## src/hw/rtl/assert_macros.svh

```systemverilog
// assertion macros shared by the capture block
`ifndef ASSERT_MACROS_SVH
`define ASSERT_MACROS_SVH

// property checked on every clock edge outside reset
`define ASSERT_CLK(lbl, prop, msg) \
    lbl: assert property (@(posedge aclk) disable iff (!aresetn) (prop)) else $error(msg);

// condition that must never be seen outside reset
`define ASSERT_NEVER(lbl, cond, msg) \
    lbl: assert property (@(posedge aclk) disable iff (!aresetn) !(cond)) else $error(msg);

`endif

```

## src/hw/rtl/lcp_pkg.sv

```systemverilog
// types and constants of the logic capture block
`default_nettype none

package lcp_pkg;

    // input opcodes
    localparam logic [1:0] OP_SAMPLE = 2'd0;
    localparam logic [1:0] OP_START  = 2'd1;
    localparam logic [1:0] OP_STOP   = 2'd2;

    // result kinds
    localparam logic [2:0] KIND_HIST      = 3'd0;
    localparam logic [2:0] KIND_TRIG      = 3'd1;
    localparam logic [2:0] KIND_LIVE      = 3'd2;
    localparam logic [2:0] KIND_START_OK  = 3'd3;
    localparam logic [2:0] KIND_START_REF = 3'd4;
    localparam logic [2:0] KIND_STOPPED   = 3'd5;

    // trigger level codes
    localparam logic [1:0] LVL_HIGH = 2'd0;
    localparam logic [1:0] LVL_LOW  = 2'd1;
    localparam logic [1:0] LVL_NONE = 2'd2;

    // configuration register indexes
    localparam logic [2:0] REG_ACTIVE_CH  = 3'd0;
    localparam logic [2:0] REG_TRIG_CH    = 3'd1;
    localparam logic [2:0] REG_TRIG_LEVEL = 3'd2;
    localparam logic [2:0] REG_TARGET     = 3'd3;
    localparam logic [2:0] REG_NS_PER     = 3'd4;

    localparam logic [29:0] NS_MAX = 30'd1000000000;

    localparam int QUEUE_DEPTH = 4;
    localparam int QPTR_W      = $clog2(QUEUE_DEPTH);

    // one queued job for the back end
    typedef struct packed {
        logic        replay;
        logic [2:0]  kind;
        logic [7:0]  levels;
        logic [63:0] ts;
        logic        done;
    } cmd_t;

    // history store write and clear
    typedef struct packed {
        logic        en;
        logic        clr;
        logic [7:0]  levels;
        logic [63:0] ts;
    } hist_wr_t;

endpackage

`default_nettype wire

```

## src/hw/rtl/lcp_front.sv

```systemverilog
// front end: config registers, capture state, sample classification
`default_nettype none
`include "assert_macros.svh"

module lcp_front #(
    parameter int HISTORY_DEPTH = 32,
    localparam int AW = (HISTORY_DEPTH > 1) ? $clog2(HISTORY_DEPTH) : 1
) (
    input  wire logic             aclk,
    input  wire logic             aresetn,
    input  wire logic             cfg_wr_en,
    input  wire logic [2:0]       cfg_addr,
    input  wire logic [31:0]      cfg_wr_data,
    input  wire logic             s_tvalid,
    output logic                  s_tready,
    input  wire logic [7:0]       s_tdata,
    input  wire logic [1:0]       s_tuser,
    input  wire logic             q_full,
    output logic                  q_push,
    output lcp_pkg::cmd_t         q_cmd,
    output lcp_pkg::hist_wr_t     hist_wr,
    output logic [AW-1:0]         hist_idx,
    input  wire logic             replay_done
);

    logic [3:0]  active_ch_reg;
    logic [3:0]  trig_ch_reg;
    logic [1:0]  trig_level_reg;
    logic [31:0] target_reg;
    logic [29:0] ns_per_reg;

    logic          running_reg, running_next;
    logic          trig_reg, trig_next;
    logic          pending_reg, pending_next;
    logic [AW-1:0] wr_idx_reg, wr_idx_next;
    logic [63:0]   time_reg, time_next;
    logic [31:0]   total_reg, total_next;

    logic          accept;
    logic [3:0]    eff_ch;
    logic [7:0]    mask;
    logic [7:0]    lv;
    logic          ch_ok;
    logic          ch_bit;
    logic          hit;
    logic [29:0]   step;
    logic [AW-1:0] wr_idx_inc;
    logic [31:0]   total_inc;
    logic [31:0]   target_eff;
    logic          done;

    always_ff @(posedge aclk) begin
        if (!aresetn) begin
            active_ch_reg  <= 4'd8;
            trig_ch_reg    <= 4'd0;
            trig_level_reg <= lcp_pkg::LVL_NONE;
            target_reg     <= 32'd4096;
            ns_per_reg     <= 30'd1000;
        end else if (cfg_wr_en) begin
            case (cfg_addr)
                lcp_pkg::REG_ACTIVE_CH:  active_ch_reg  <= cfg_wr_data[3:0];
                lcp_pkg::REG_TRIG_CH:    trig_ch_reg    <= cfg_wr_data[3:0];
                lcp_pkg::REG_TRIG_LEVEL: trig_level_reg <= cfg_wr_data[1:0];
                lcp_pkg::REG_TARGET:     target_reg     <= cfg_wr_data;
                lcp_pkg::REG_NS_PER:     ns_per_reg     <= cfg_wr_data[29:0];
                default: ;
            endcase
        end
    end

    // no new beat while a replay reads the history store
    assign s_tready = !q_full && !pending_reg;
    assign accept   = s_tvalid && s_tready;

    always_comb begin
        if (active_ch_reg == 4'd0) begin
            eff_ch = 4'd1;
        end else if (active_ch_reg > 4'd8) begin
            eff_ch = 4'd8;
        end else begin
            eff_ch = active_ch_reg;
        end
    end

    assign mask   = 8'hFF >> (4'd8 - eff_ch);
    assign lv     = s_tdata & mask;
    assign ch_ok  = !trig_ch_reg[3] && (trig_ch_reg < eff_ch);
    assign ch_bit = lv[trig_ch_reg[2:0]];
    assign hit    = ch_ok && (((trig_level_reg == lcp_pkg::LVL_HIGH) && ch_bit) ||
                              ((trig_level_reg == lcp_pkg::LVL_LOW) && !ch_bit));

    always_comb begin
        if (ns_per_reg == 30'd0) begin
            step = 30'd1;
        end else if (ns_per_reg > lcp_pkg::NS_MAX) begin
            step = lcp_pkg::NS_MAX;
        end else begin
            step = ns_per_reg;
        end
    end

    assign wr_idx_inc = (wr_idx_reg == AW'(HISTORY_DEPTH - 1)) ? '0 : wr_idx_reg + 1'b1;
    assign total_inc  = (total_reg == 32'hFFFF_FFFF) ? total_reg : total_reg + 32'd1;
    assign target_eff = (target_reg == 32'd0) ? 32'd1 : target_reg;
    assign done       = total_inc >= target_eff;

    always_comb begin
        running_next = running_reg;
        trig_next    = trig_reg;
        pending_next = pending_reg;
        wr_idx_next  = wr_idx_reg;
        time_next    = time_reg;
        total_next   = total_reg;
        q_push       = 1'b0;
        q_cmd        = '0;
        hist_wr      = '0;
        hist_wr.levels = lv;
        hist_wr.ts     = time_reg;
        if (accept) begin
            case (s_tuser)
                lcp_pkg::OP_START: begin
                    q_push = 1'b1;
                    if (running_reg) begin
                        q_cmd.kind = lcp_pkg::KIND_START_REF;
                    end else begin
                        q_cmd.kind   = lcp_pkg::KIND_START_OK;
                        running_next = 1'b1;
                        trig_next    = 1'b0;
                        wr_idx_next  = '0;
                        time_next    = '0;
                        total_next   = '0;
                        hist_wr.clr  = 1'b1;
                    end
                end
                lcp_pkg::OP_STOP: begin
                    if (running_reg) begin
                        running_next = 1'b0;
                        q_push       = 1'b1;
                        q_cmd.kind   = lcp_pkg::KIND_STOPPED;
                    end
                end
                lcp_pkg::OP_SAMPLE: begin
                    if (running_reg) begin
                        time_next = time_reg + 64'(step);
                        if (!trig_reg) begin
                            hist_wr.en  = 1'b1;
                            wr_idx_next = wr_idx_inc;
                            if (hit) begin
                                trig_next    = 1'b1;
                                pending_next = 1'b1;
                                total_next   = 32'(HISTORY_DEPTH);
                                q_push       = 1'b1;
                                q_cmd.replay = 1'b1;
                                q_cmd.kind   = lcp_pkg::KIND_TRIG;
                                q_cmd.levels = lv;
                                q_cmd.ts     = time_reg;
                            end
                        end else begin
                            total_next   = total_inc;
                            q_push       = 1'b1;
                            q_cmd.kind   = lcp_pkg::KIND_LIVE;
                            q_cmd.levels = lv;
                            q_cmd.ts     = time_reg;
                            q_cmd.done   = done;
                            if (done) begin
                                running_next = 1'b0;
                            end
                        end
                    end
                end
                default: ;
            endcase
        end
        if (replay_done) begin
            pending_next = 1'b0;
        end
    end

    always_ff @(posedge aclk) begin
        if (!aresetn) begin
            running_reg <= 1'b0;
            trig_reg    <= 1'b0;
            pending_reg <= 1'b0;
            wr_idx_reg  <= '0;
            time_reg    <= '0;
            total_reg   <= '0;
        end else begin
            running_reg <= running_next;
            trig_reg    <= trig_next;
            pending_reg <= pending_next;
            wr_idx_reg  <= wr_idx_next;
            time_reg    <= time_next;
            total_reg   <= total_next;
        end
    end

    assign hist_idx = wr_idx_reg;

    `ASSERT_NEVER(a_no_double_replay, q_push && q_cmd.replay && pending_reg,
        "second replay queued while one is pending")
    `ASSERT_NEVER(a_no_hist_write_after_trig, hist_wr.en && trig_reg,
        "history written after trigger")
    `ASSERT_CLK(a_start_clears, hist_wr.clr |=> (total_reg == 32'd0) && running_reg,
        "start did not reset the session")

endmodule

`default_nettype wire

```

## src/hw/rtl/lcp_queue.sv

```systemverilog
// short job queue between front and back end
`default_nettype none

module lcp_queue (
    input  wire logic          aclk,
    input  wire logic          aresetn,
    input  wire logic          push,
    input  wire lcp_pkg::cmd_t push_cmd,
    output logic               full,
    input  wire logic          pop,
    output lcp_pkg::cmd_t      head,
    output logic               empty
);

    lcp_pkg::cmd_t                 q_mem_reg [lcp_pkg::QUEUE_DEPTH];
    logic [lcp_pkg::QPTR_W-1:0]    wr_ptr_reg;
    logic [lcp_pkg::QPTR_W-1:0]    rd_ptr_reg;
    logic [lcp_pkg::QPTR_W:0]      count_reg;

    assign full  = count_reg == (lcp_pkg::QPTR_W + 1)'(lcp_pkg::QUEUE_DEPTH);
    assign empty = count_reg == '0;
    assign head  = q_mem_reg[rd_ptr_reg];

    always_ff @(posedge aclk) begin
        if (push) begin
            q_mem_reg[wr_ptr_reg] <= push_cmd;
        end
    end

    always_ff @(posedge aclk) begin
        if (!aresetn) begin
            wr_ptr_reg <= '0;
            rd_ptr_reg <= '0;
            count_reg  <= '0;
        end else begin
            if (push) begin
                wr_ptr_reg <= wr_ptr_reg + 1'b1;
            end
            if (pop) begin
                rd_ptr_reg <= rd_ptr_reg + 1'b1;
            end
            case ({push, pop})
                2'b10:   count_reg <= count_reg + 1'b1;
                2'b01:   count_reg <= count_reg - 1'b1;
                default: ;
            endcase
        end
    end

endmodule

`default_nettype wire

```

## src/hw/rtl/lcp_back.sv

```systemverilog
// back end: history store, replay sequencer and output register
`default_nettype none
`include "assert_macros.svh"

module lcp_back #(
    parameter int HISTORY_DEPTH = 32,
    localparam int AW = (HISTORY_DEPTH > 1) ? $clog2(HISTORY_DEPTH) : 1
) (
    input  wire logic              aclk,
    input  wire logic              aresetn,
    input  wire lcp_pkg::hist_wr_t hist_wr,
    input  wire logic [AW-1:0]     hist_idx,
    input  wire logic              q_empty,
    input  wire lcp_pkg::cmd_t     q_head,
    output logic                   q_pop,
    output logic                   replay_done,
    output logic                   m_tvalid,
    input  wire logic              m_tready,
    output logic [79:0]            m_tdata,
    output logic [2:0]             m_tuser,
    output logic                   m_tlast
);

    localparam logic [1:0] ST_IDLE = 2'd0;
    localparam logic [1:0] ST_HIST = 2'd1;
    localparam logic [1:0] ST_TRIG = 2'd2;

    logic [71:0]              mem_reg [HISTORY_DEPTH];
    logic [HISTORY_DEPTH-1:0] valid_reg;
    logic [71:0]              rdata_reg;
    logic                     rvld_reg;

    logic [1:0]    state_reg, state_next;
    logic [AW-1:0] rd_addr_reg, rd_addr_next;
    logic [AW-1:0] remain_reg, remain_next;
    logic [7:0]    trig_lv_reg, trig_lv_next;
    logic [63:0]   trig_ts_reg, trig_ts_next;

    logic          out_vld_reg, out_vld_next;
    logic [2:0]    out_kind_reg, out_kind_next;
    logic [7:0]    out_lv_reg, out_lv_next;
    logic [63:0]   out_ts_reg, out_ts_next;
    logic          out_last_reg, out_last_next;
    logic          out_done_reg, out_done_next;

    logic          load_ok;
    logic [AW-1:0] rd_addr_inc;

    // history store, registered read looked up at the next read address
    always_ff @(posedge aclk) begin
        if (hist_wr.en) begin
            mem_reg[hist_idx] <= {hist_wr.levels, hist_wr.ts};
        end
        rdata_reg <= mem_reg[rd_addr_next];
    end

    // entries not written since start read as zero
    always_ff @(posedge aclk) begin
        if (!aresetn || hist_wr.clr) begin
            valid_reg <= '0;
            rvld_reg  <= 1'b0;
        end else begin
            if (hist_wr.en) begin
                valid_reg[hist_idx] <= 1'b1;
            end
            rvld_reg <= valid_reg[rd_addr_next];
        end
    end

    assign load_ok     = !out_vld_reg || m_tready;
    assign rd_addr_inc = (rd_addr_reg == AW'(HISTORY_DEPTH - 1)) ? '0 : rd_addr_reg + 1'b1;

    always_comb begin
        state_next    = state_reg;
        rd_addr_next  = rd_addr_reg;
        remain_next   = remain_reg;
        trig_lv_next  = trig_lv_reg;
        trig_ts_next  = trig_ts_reg;
        out_vld_next  = out_vld_reg && !m_tready;
        out_kind_next = out_kind_reg;
        out_lv_next   = out_lv_reg;
        out_ts_next   = out_ts_reg;
        out_last_next = out_last_reg;
        out_done_next = out_done_reg;
        q_pop         = 1'b0;
        replay_done   = 1'b0;
        case (state_reg)
            ST_IDLE: begin
                if (!q_empty && load_ok) begin
                    q_pop = 1'b1;
                    if (!q_head.replay || (HISTORY_DEPTH == 1)) begin
                        out_vld_next  = 1'b1;
                        out_kind_next = q_head.kind;
                        out_lv_next   = q_head.levels;
                        out_ts_next   = q_head.ts;
                        out_last_next = 1'b1;
                        out_done_next = q_head.done;
                        replay_done   = q_head.replay;
                    end else begin
                        trig_lv_next = q_head.levels;
                        trig_ts_next = q_head.ts;
                        rd_addr_next = hist_idx;
                        remain_next  = AW'(HISTORY_DEPTH - 1);
                        state_next   = ST_HIST;
                    end
                end
            end
            ST_HIST: begin
                if (load_ok) begin
                    out_vld_next  = 1'b1;
                    out_kind_next = lcp_pkg::KIND_HIST;
                    out_lv_next   = rvld_reg ? rdata_reg[71:64] : 8'd0;
                    out_ts_next   = rvld_reg ? rdata_reg[63:0] : 64'd0;
                    out_last_next = 1'b0;
                    out_done_next = 1'b0;
                    if (remain_reg == AW'(1)) begin
                        state_next = ST_TRIG;
                    end else begin
                        rd_addr_next = rd_addr_inc;
                        remain_next  = remain_reg - 1'b1;
                    end
                end
            end
            ST_TRIG: begin
                if (load_ok) begin
                    out_vld_next  = 1'b1;
                    out_kind_next = lcp_pkg::KIND_TRIG;
                    out_lv_next   = trig_lv_reg;
                    out_ts_next   = trig_ts_reg;
                    out_last_next = 1'b1;
                    out_done_next = 1'b0;
                    replay_done   = 1'b1;
                    state_next    = ST_IDLE;
                end
            end
            default: begin
                state_next = ST_IDLE;
            end
        endcase
    end

    always_ff @(posedge aclk) begin
        if (!aresetn) begin
            state_reg   <= ST_IDLE;
            out_vld_reg <= 1'b0;
            rd_addr_reg <= '0;
            remain_reg  <= '0;
        end else begin
            state_reg   <= state_next;
            out_vld_reg <= out_vld_next;
            rd_addr_reg <= rd_addr_next;
            remain_reg  <= remain_next;
        end
    end

    always_ff @(posedge aclk) begin
        trig_lv_reg  <= trig_lv_next;
        trig_ts_reg  <= trig_ts_next;
        out_kind_reg <= out_kind_next;
        out_lv_reg   <= out_lv_next;
        out_ts_reg   <= out_ts_next;
        out_last_reg <= out_last_next;
        out_done_reg <= out_done_next;
    end

    assign m_tvalid = out_vld_reg;
    assign m_tuser  = out_kind_reg;
    assign m_tlast  = out_last_reg;
    assign m_tdata  = {7'd0, out_done_reg, out_ts_reg, out_lv_reg};

    `ASSERT_CLK(a_hist_not_last, (state_reg == ST_HIST) && m_tvalid |-> !m_tlast,
        "last flag on a history beat")
    `ASSERT_CLK(a_remain_nonzero, (state_reg == ST_HIST) |-> (remain_reg != '0),
        "replay running with nothing left")
    `ASSERT_CLK(a_replay_ends_trig,
        replay_done |=> m_tvalid && m_tlast && (m_tuser == lcp_pkg::KIND_TRIG),
        "replay did not end on the trigger sample")

endmodule

`default_nettype wire

```

## src/hw/rtl/logic_capture_pretrigger.sv

```systemverilog
// top level of the logic capture block with level trigger and pre-trigger history
`default_nettype none

// Logic-analyser capture with a single-channel level trigger and a HISTORY_DEPTH-entry
// pre-trigger store. Start, stop and sample beats are taken one per clock while the job
// queue has room and no replay is pending, and each yields at most one result beat but
// the beat that fires the trigger, which yields HISTORY_DEPTH result beats
// (the stored history oldest first, then the trigger sample); while they are read out
// of the history memory, one entry a cycle through its single read port while the result
// side accepts beats, the input is held off. The job is first taken from the queue and
// the first history entry read; the input is released once the trigger sample is loaded
// for output; stalls on the result side and result beats queued ahead hold it longer.
// A four-entry job queue sits between the input side and the result register, so
// either side may stall briefly without holding up the other. The history store is
// emptied at start by clearing per-entry valid bits; there is no clearing pass.
// Result beats: m_tuser is the kind, m_tlast marks the final beat caused by an input
// beat, m_tdata carries levels, timestamp and the capture-done flag.
module logic_capture_pretrigger #(
    parameter int HISTORY_DEPTH = 32
) (
    input  wire logic        aclk,
    input  wire logic        aresetn,
    input  wire logic        cfg_wr_en,
    input  wire logic [2:0]  cfg_addr,
    input  wire logic [31:0] cfg_wr_data,
    input  wire logic        s_tvalid,
    output logic             s_tready,
    input  wire logic [7:0]  s_tdata,   // [7:0] raw_byte
    input  wire logic [1:0]  s_tuser,   // [1:0] opcode
    output logic             m_tvalid,
    input  wire logic        m_tready,
    output logic [79:0]      m_tdata,   // [7:0] levels, [71:8] timestamp, [72] capture_done
    output logic [2:0]       m_tuser,   // [2:0] kind
    output logic             m_tlast
);

    localparam int AW = (HISTORY_DEPTH > 1) ? $clog2(HISTORY_DEPTH) : 1;

    lcp_pkg::cmd_t     push_cmd;
    lcp_pkg::cmd_t     head;
    lcp_pkg::hist_wr_t hist_wr;
    logic [AW-1:0]     hist_idx;
    logic              q_push;
    logic              q_pop;
    logic              q_full;
    logic              q_empty;
    logic              replay_done;

    lcp_front #(
        .HISTORY_DEPTH(HISTORY_DEPTH)
    ) u_front (
        .aclk        (aclk),
        .aresetn     (aresetn),
        .cfg_wr_en   (cfg_wr_en),
        .cfg_addr    (cfg_addr),
        .cfg_wr_data (cfg_wr_data),
        .s_tvalid    (s_tvalid),
        .s_tready    (s_tready),
        .s_tdata     (s_tdata),
        .s_tuser     (s_tuser),
        .q_full      (q_full),
        .q_push      (q_push),
        .q_cmd       (push_cmd),
        .hist_wr     (hist_wr),
        .hist_idx    (hist_idx),
        .replay_done (replay_done)
    );

    lcp_queue u_queue (
        .aclk     (aclk),
        .aresetn  (aresetn),
        .push     (q_push),
        .push_cmd (push_cmd),
        .full     (q_full),
        .pop      (q_pop),
        .head     (head),
        .empty    (q_empty)
    );

    lcp_back #(
        .HISTORY_DEPTH(HISTORY_DEPTH)
    ) u_back (
        .aclk        (aclk),
        .aresetn     (aresetn),
        .hist_wr     (hist_wr),
        .hist_idx    (hist_idx),
        .q_empty     (q_empty),
        .q_head      (head),
        .q_pop       (q_pop),
        .replay_done (replay_done),
        .m_tvalid    (m_tvalid),
        .m_tready    (m_tready),
        .m_tdata     (m_tdata),
        .m_tuser     (m_tuser),
        .m_tlast     (m_tlast)
    );

endmodule

`default_nettype wire
```

## config.mk

```make
export PLATFORM = sky130hd
export DESIGN_NAME = logic_capture_pretrigger
export DESIGN_NICKNAME = d
export VERILOG_FILES = /design/src/hw/rtl/lcp_pkg.sv /design/src/hw/rtl/lcp_front.sv /design/src/hw/rtl/lcp_queue.sv /design/src/hw/rtl/lcp_back.sv /design/src/hw/rtl/logic_capture_pretrigger.sv
export VERILOG_INCLUDE_DIRS = /design/src /design/src/hw/rtl
export SDC_FILE = /design/constraint.sdc
export NUM_CORES = 2
export LEC_CHECK = 0
export BUFFER_PORTS_ARGS = -buffer_cell sky130_fd_sc_hd__buf_2
export CAP_MARGIN = 20
export CORE_UTILIZATION = 63
export CTS_CLUSTER_SIZE = 8
export DETAILED_ROUTE_END_ITERATION = 12
export HOLD_SLACK_MARGIN = 0.08
export PLACE_DENSITY_LB_ADDON = 0.12
export RECOVER_POWER = 100
export SLEW_MARGIN = 5
export SYNTH_ARGS = -nofsm -noshare
export SYNTH_HDL_FRONTEND = slang
export SYNTH_HIERARCHICAL = 1
export SYNTH_SLANG_ARGS = --single-unit
```

## constraint.sdc

```tcl
create_clock -name aclk -period 9.45 [get_ports aclk]
set_clock_uncertainty 0.2 [all_clocks]
set_input_delay 2.835 -clock aclk [delete_from_list [all_inputs] [get_ports aclk]]
set_output_delay 2.835 -clock aclk [all_outputs]
set_load 0.005 [all_outputs]
```

After elaboration in Yosys (flattened, before gate mapping)
Memory sizes are Yosys's and may differ from the RTL's. A register that Yosys moved wholly into a read port is not among the register bits.
Cells that the tools add are included.
{ "totals": {"ff_bits": 378, "mem_bits_rw": 2612, "in_bits": 50, "output_inout_bits": 86, "wordCells": 243, "memories": 2} }
{ "mem_list": {"columns": ["name", "depth", "width", "rd", "rd_clocked_by_memory_dff", "wr", "line", "source"], "rows": [
  ["u_back.mem_reg", 32, 72, 1, 1, 1, "lcp_back.sv:28", "logic [71:0] mem_reg [HISTORY_DEPTH];"],
  ["u_queue.q_mem_reg", 4, 77, 1, 1, 1, "lcp_queue.sv:15", "lcp_pkg::cmd_t q_mem_reg [lcp_pkg::QUEUE_DEPTH];"]
]} }
{ "op_classes": {"add_sub_neg": 10, "magnitude_cmp": 8, "n_eq_ne": 28, "shifts": 1, "n_mux": 112, "bitwise": 4, "reduce_logical": 51} }
{ "op_table": {"columns": ["operator", "n"], "rows": [
  ["$mux 64", 7],
  ["$mux 32", 6],
  ["$pmux 64 s3", 1],
  ["$mux 77", 2],
  ["$pmux 64 s2", 1],
  ["$mux 76", 1],
  ["$mux 75", 1],
  ["$mux 73", 1],
  ["$mux 5", 13],
  ["$add 64x30->64", 1],
  ["$pmux 32 s2", 1],
  ["$mux 30", 2],
  ["$mux 8", 5],
  ["$mux 1", 38],
  ["$add 32x1->32 const B", 1],
  ["$eq 32x32->1 const B", 1],
  ["$ge 32x32->1", 1],
  ["$logic_not 32->1", 1],
  ["$or 32x32->32", 1],
  ["$gt 30x30->1 const B", 1],
  ["$logic_not 30->1", 1],
  ["$pmux 5 s2", 3],
  ["$reduce_and 5->1", 6],
  ["$pmux 8 s3", 1],
  ["other kinds (47)", 117]
]} }

Longest topological paths before layout
{ "logic_depth": {"ltp_word": 19, "depth_mapped": 23, "depth_no_buf": 21} }

By module
The synthesis kept the hierarchy.
{ "by_module_without_submodules": {"columns": ["mod", "n_inst", "cells_per_inst", "area_each_um2", "seq_area_each_um2"], "rows": [
  ["lcp_back", 1, 6968, 98700.9, 76022.9],
  ["lcp_front", 1, 1479, 11680.0, 3523.4],
  ["lcp_queue", 1, 449, 11584.9, 9429.0]
]} }

Least setup slack after synthesis
No wires, ideal clock.
{ "synth_path": {"path_type": "input to register", "from": "input port m_tready", "to": "register u_back.rdata_reg[38] (read register of u_back.mem_reg)", "setup_ns": 0.127, "t_arrival_ns": 8.049, "required_time_ns": 9.123, "path_slack_ns": 1.074, "path_stages": 10, "path_buffers": 3, "cell_sequence": "nor2b_1 -> buf_2 -> nor3_2 -> o21ai_0 -> or2_2 -> buf_2 -> nand2_1 -> clkbuf_1 -> o21ai_0 -> or3_1"} }
{ "synth_via": {"elab_chain_cells": 4, "elab_cells_between_ends": 5, "cone_classes": "mux: 3; reduce/logical: 2"} }
{ "synth_rtl": {"columns": ["item", "line", "source"], "rows": [
  ["start: declaration", "logic_capture_pretrigger.sv:31", "input wire logic m_tready,"],
  ["$logic_or 1x1->1 (*)", "lcp_back.sv:70", "assign load_ok = !out_vld_reg || m_tready;"],
  ["$logic_and 1x1->1", "lcp_back.sv:89", "if (!q_empty && load_ok) begin"],
  ["$mux 5", "lcp_back.sv:89", null],
  ["$pmux 5 s2 (*)", "lcp_back.sv:87", "case (state_reg)"],
  ["end: declaration", "lcp_back.sv:30", "logic [71:0] rdata_reg;"]
]} }
Mark *: on every way between the ends. The rest lies on a longest branch, timed or not.
A chain may end at the register's enable or synchronous reset.

==> flow_summary_export.csv <==
group,metric,value,unit
placement,port_buffers,128,
sta,fin_crit_sh,83.79,%
synthesis,synth-xor-area-share,0.5817,%
power_and_ir_drop,p_comb_share,16.6,%
synthesis,ys.flop_type,"edfxtp_1",
sta,finalSetupViolations,0,
clocking,cts_buffers,432,
sta,tns,0,ns
setup_path,crit_type,"in2reg",
power_and_ir_drop,p_sw,9.960,mW
placement,globalplace.congestion,0.8864,
clocking,clk_root_buffer_cell,"clkbuf_16",
final_layout,drive_gt1_share,8.890,%
final_layout,nets,9289,
routing,via_per_inst,6.625,
global_routing,antenna_found_initial,12,
clocking,cts_setup_buffers,0,
run,drv_cap,108,
global_routing,grt_busiest_layer,"met2",
clocking,h-tree-depth,5,
setup_path,r2r_cells,5,
global_routing,grt_use_met3,7.812,%
floorplanning,rows,161,
sta,finalWorstPathRequiredPeriod,7.918,ns
sta,worst_pin_slew,3.910,ns
floorplanning,core,192400,sq um
power_and_ir_drop,leakagePower,46.95,nW
global_routing,grt_use_total,36.23,%
setup_path,critPathArrivalTime,8.18,ns
final_layout,final_cell_mix,"2761 x edfxtp_1, 2172 x nand2_1, 726 x nand3_1",
worst_hold_path,whs_path_depth,1,
setup_path,crit_fanout,38,
floorplanning,die_h,442.0,microns
synthesis,syn_avg_cell_area,13.71,sq um
setup_path,cp-end-kind,"flop",
power_and_ir_drop,p_per_area,257.8,nW/um^2
floorplanning,pin_count,136,
power_and_ir_drop,internal_power,25.56,mW
global_routing,grt_pass1_vias,76552,
final_layout,post-route-util,71.61,%
synthesis,synth_edf_count,2761,
synthesis,synthAdderAreaFrac,0.9048,%
synthesis,synth_top_family_by_area,"simple AND/OR/NAND/NOR gates",
floorplanning,start_util,63.40,%
synthesis,synth-simple-area-share,13.90,%
sta,slew_violations,3610,
worst_hold_path,hold_path.class,"reg2reg",
setup_path,crit_required,9.71,ns
routing,first_iter_violations,10764,
synthesis,synth.distinct_cells,108,
power_and_ir_drop,swShare,28.04,%
power_and_ir_drop,clkPwrFrac,39.3,%
synthesis,ys_seq_area_share,72.95,%
routing,dr.pass1.iters,6,
clocking,cts.repair.resized,0,
power_and_ir_drop,ir_worst_vdd,338.3,uV
synthesis,yosysTopAreaCell,"edfxtp_1",
clocking,path_clk_slew,0.05,ns
power_and_ir_drop,seq_power_share,44.1,%
global_routing,grt_pass1_wl,513.2,mm
synthesis,yosys_warnings,6,
synthesis,synthMuxAreaShare,3.231,%
status,violations,"capacitance limit, slew limit",
routing,wl_per_cell,29.88,microns
synthesis,synth_area,122000,sq um
synthesis,synth-compound-area-share,6.224,%
sta,finalHoldViolations,0,
global_routing,grt-ovfl-total,0,
synthesis,synthArstFlopShare,0,%
clocking,cts_sinks,3064,
sta,max-slew-margin-rel,-160.7,%
global_routing,grt_max_degree,155,
global_routing,grtUsageMet2,56.40,%
final_layout,largest_reg_flops,2304,
sta,holdWs,0.2626,ns
routing,route.detailed.drc,0,
routing,ant_nets,0,
synthesis,netlist_instances,8896,
final_layout,final_common_cell,"edfxtp_1",
placement,dp_hpwl,192.3,mm
sta,max_freq,126.3,MHz
sta,rsz0062_at_grt,"false",
clocking,clock_latency,0.99,ns
clocking,ctsHoldBuffers,0,
final_layout,syn2layout_area_growth,12.95,%
synthesis,yosys-top-cells-area,"edfxtp_1 68%, nand2_1 6.7%, dfxtp_1 5.0%",
clocking,cts_max_path_buffers,4,
routing,via_count,79555,
synthesis,synth_top_area_share,67.98,%
floorplanning,dieArea,195400,sq um
clocking,cts_tree,"yes",
floorplanning,die_x,442.0,microns
global_routing,use_met1,48.24,%
routing,wl,358.8,mm
status,status,"complete, but fails checks",
setup_path,startpoint_type,"primary input",
synthesis,ys_seq_elements,3064,
## final cells by class
class                      count  area (sq um)
timing repair buffer         366          2571
inverter                      64         240.2
multi-input combinational   5224         30580
fill                       12423         54610
clock inverter                 3         33.78
sequential                  3064         88980
clock buffer                 750         12170
tap                         2526          3161
antenna                       11         27.53
## cell families (layout without fill, tap and decap cells)
logic type	Yosys count	after routing
AND/OR/NAND/NOR	3726	3726
flip-flops	3064	3064
AO/OA/AOI/OAI	1032	1032
buffers and inverters	614	1183
multiplexers	291	291
adder cells (fa/ha/maj)	87	87
XOR/XNOR	81	81
other	1	18
## worst max-delay path, stage by stage
cell	delay, ns
clkbuf_1	0.20
nor2_1	0.33
nand3_1	0.54
nor2_1	0.61
nand3_1	0.60
nor2_4	0.24
clkbuf_1	2.76
## final timing paths
check / start / to / slack [ns]
worst max register to register: flop / u_back/trig_ts_reg[53] / 2.08
worst min register to register: u_back/valid_reg[25] / u_back/valid_reg[25] / 0.26
worst max-delay path: s_tuser[0] / u_back/mem_reg[19][49] / 1.53
worst min-delay path: u_back/valid_reg[25] / u_back/valid_reg[25] / 0.26
## Yosys cell counts (125+ instances only)
cell type and n:
a21oi_1 148, a31oi_1 195, a32oi_1 142, and2_1 125, buf_2 152, clkbuf_1 327, dfxtp_1 303, edfxtp_1 2761
mux2i_1 207, nand2_1 2175, nand3_1 726, nor2_1 159
## metrics by stage
| step | std cells | total power, mW | setup slack (ns) | instance area [sq um] |
|---|---|---|---|---|
| after floorplan | 8902 | 19.45 | 1.074 | 122000 |
| after global placement | 11222 | 21.53 | 2.319 | 126100 |
| after detailed placement | 11230 | 21.63 | 2.252 | 126300 |
| after CTS | 11983 | 35.48 | 3.240 | 138500 |
| after global routing | 11997 | 36.46 | 1.539 | 137700 |
| final | 12008 | 35.52 | 1.532 | 137800 |
## routing by layer
metal  share of wire (%)  vias to the layer above
li1                    -                    33769
met1                  36                    39367
met2                  46                     5407
met3                  12                     1010
met4                 5.9                        2
met5              0.0022                        -
## power groups by stage
stage               logic, mW  registers (mW)  clock network (mW)
floorplan                3.83            15.6                   0
global placement         5.65            15.9                   0
detailed placement       5.75            15.9                   0
CTS                      5.79            15.6                14.1
global route             6.23            15.6                14.6
finish                   5.90            15.6                14.0
Note: power is estimated with default switching activity, not from simulation.
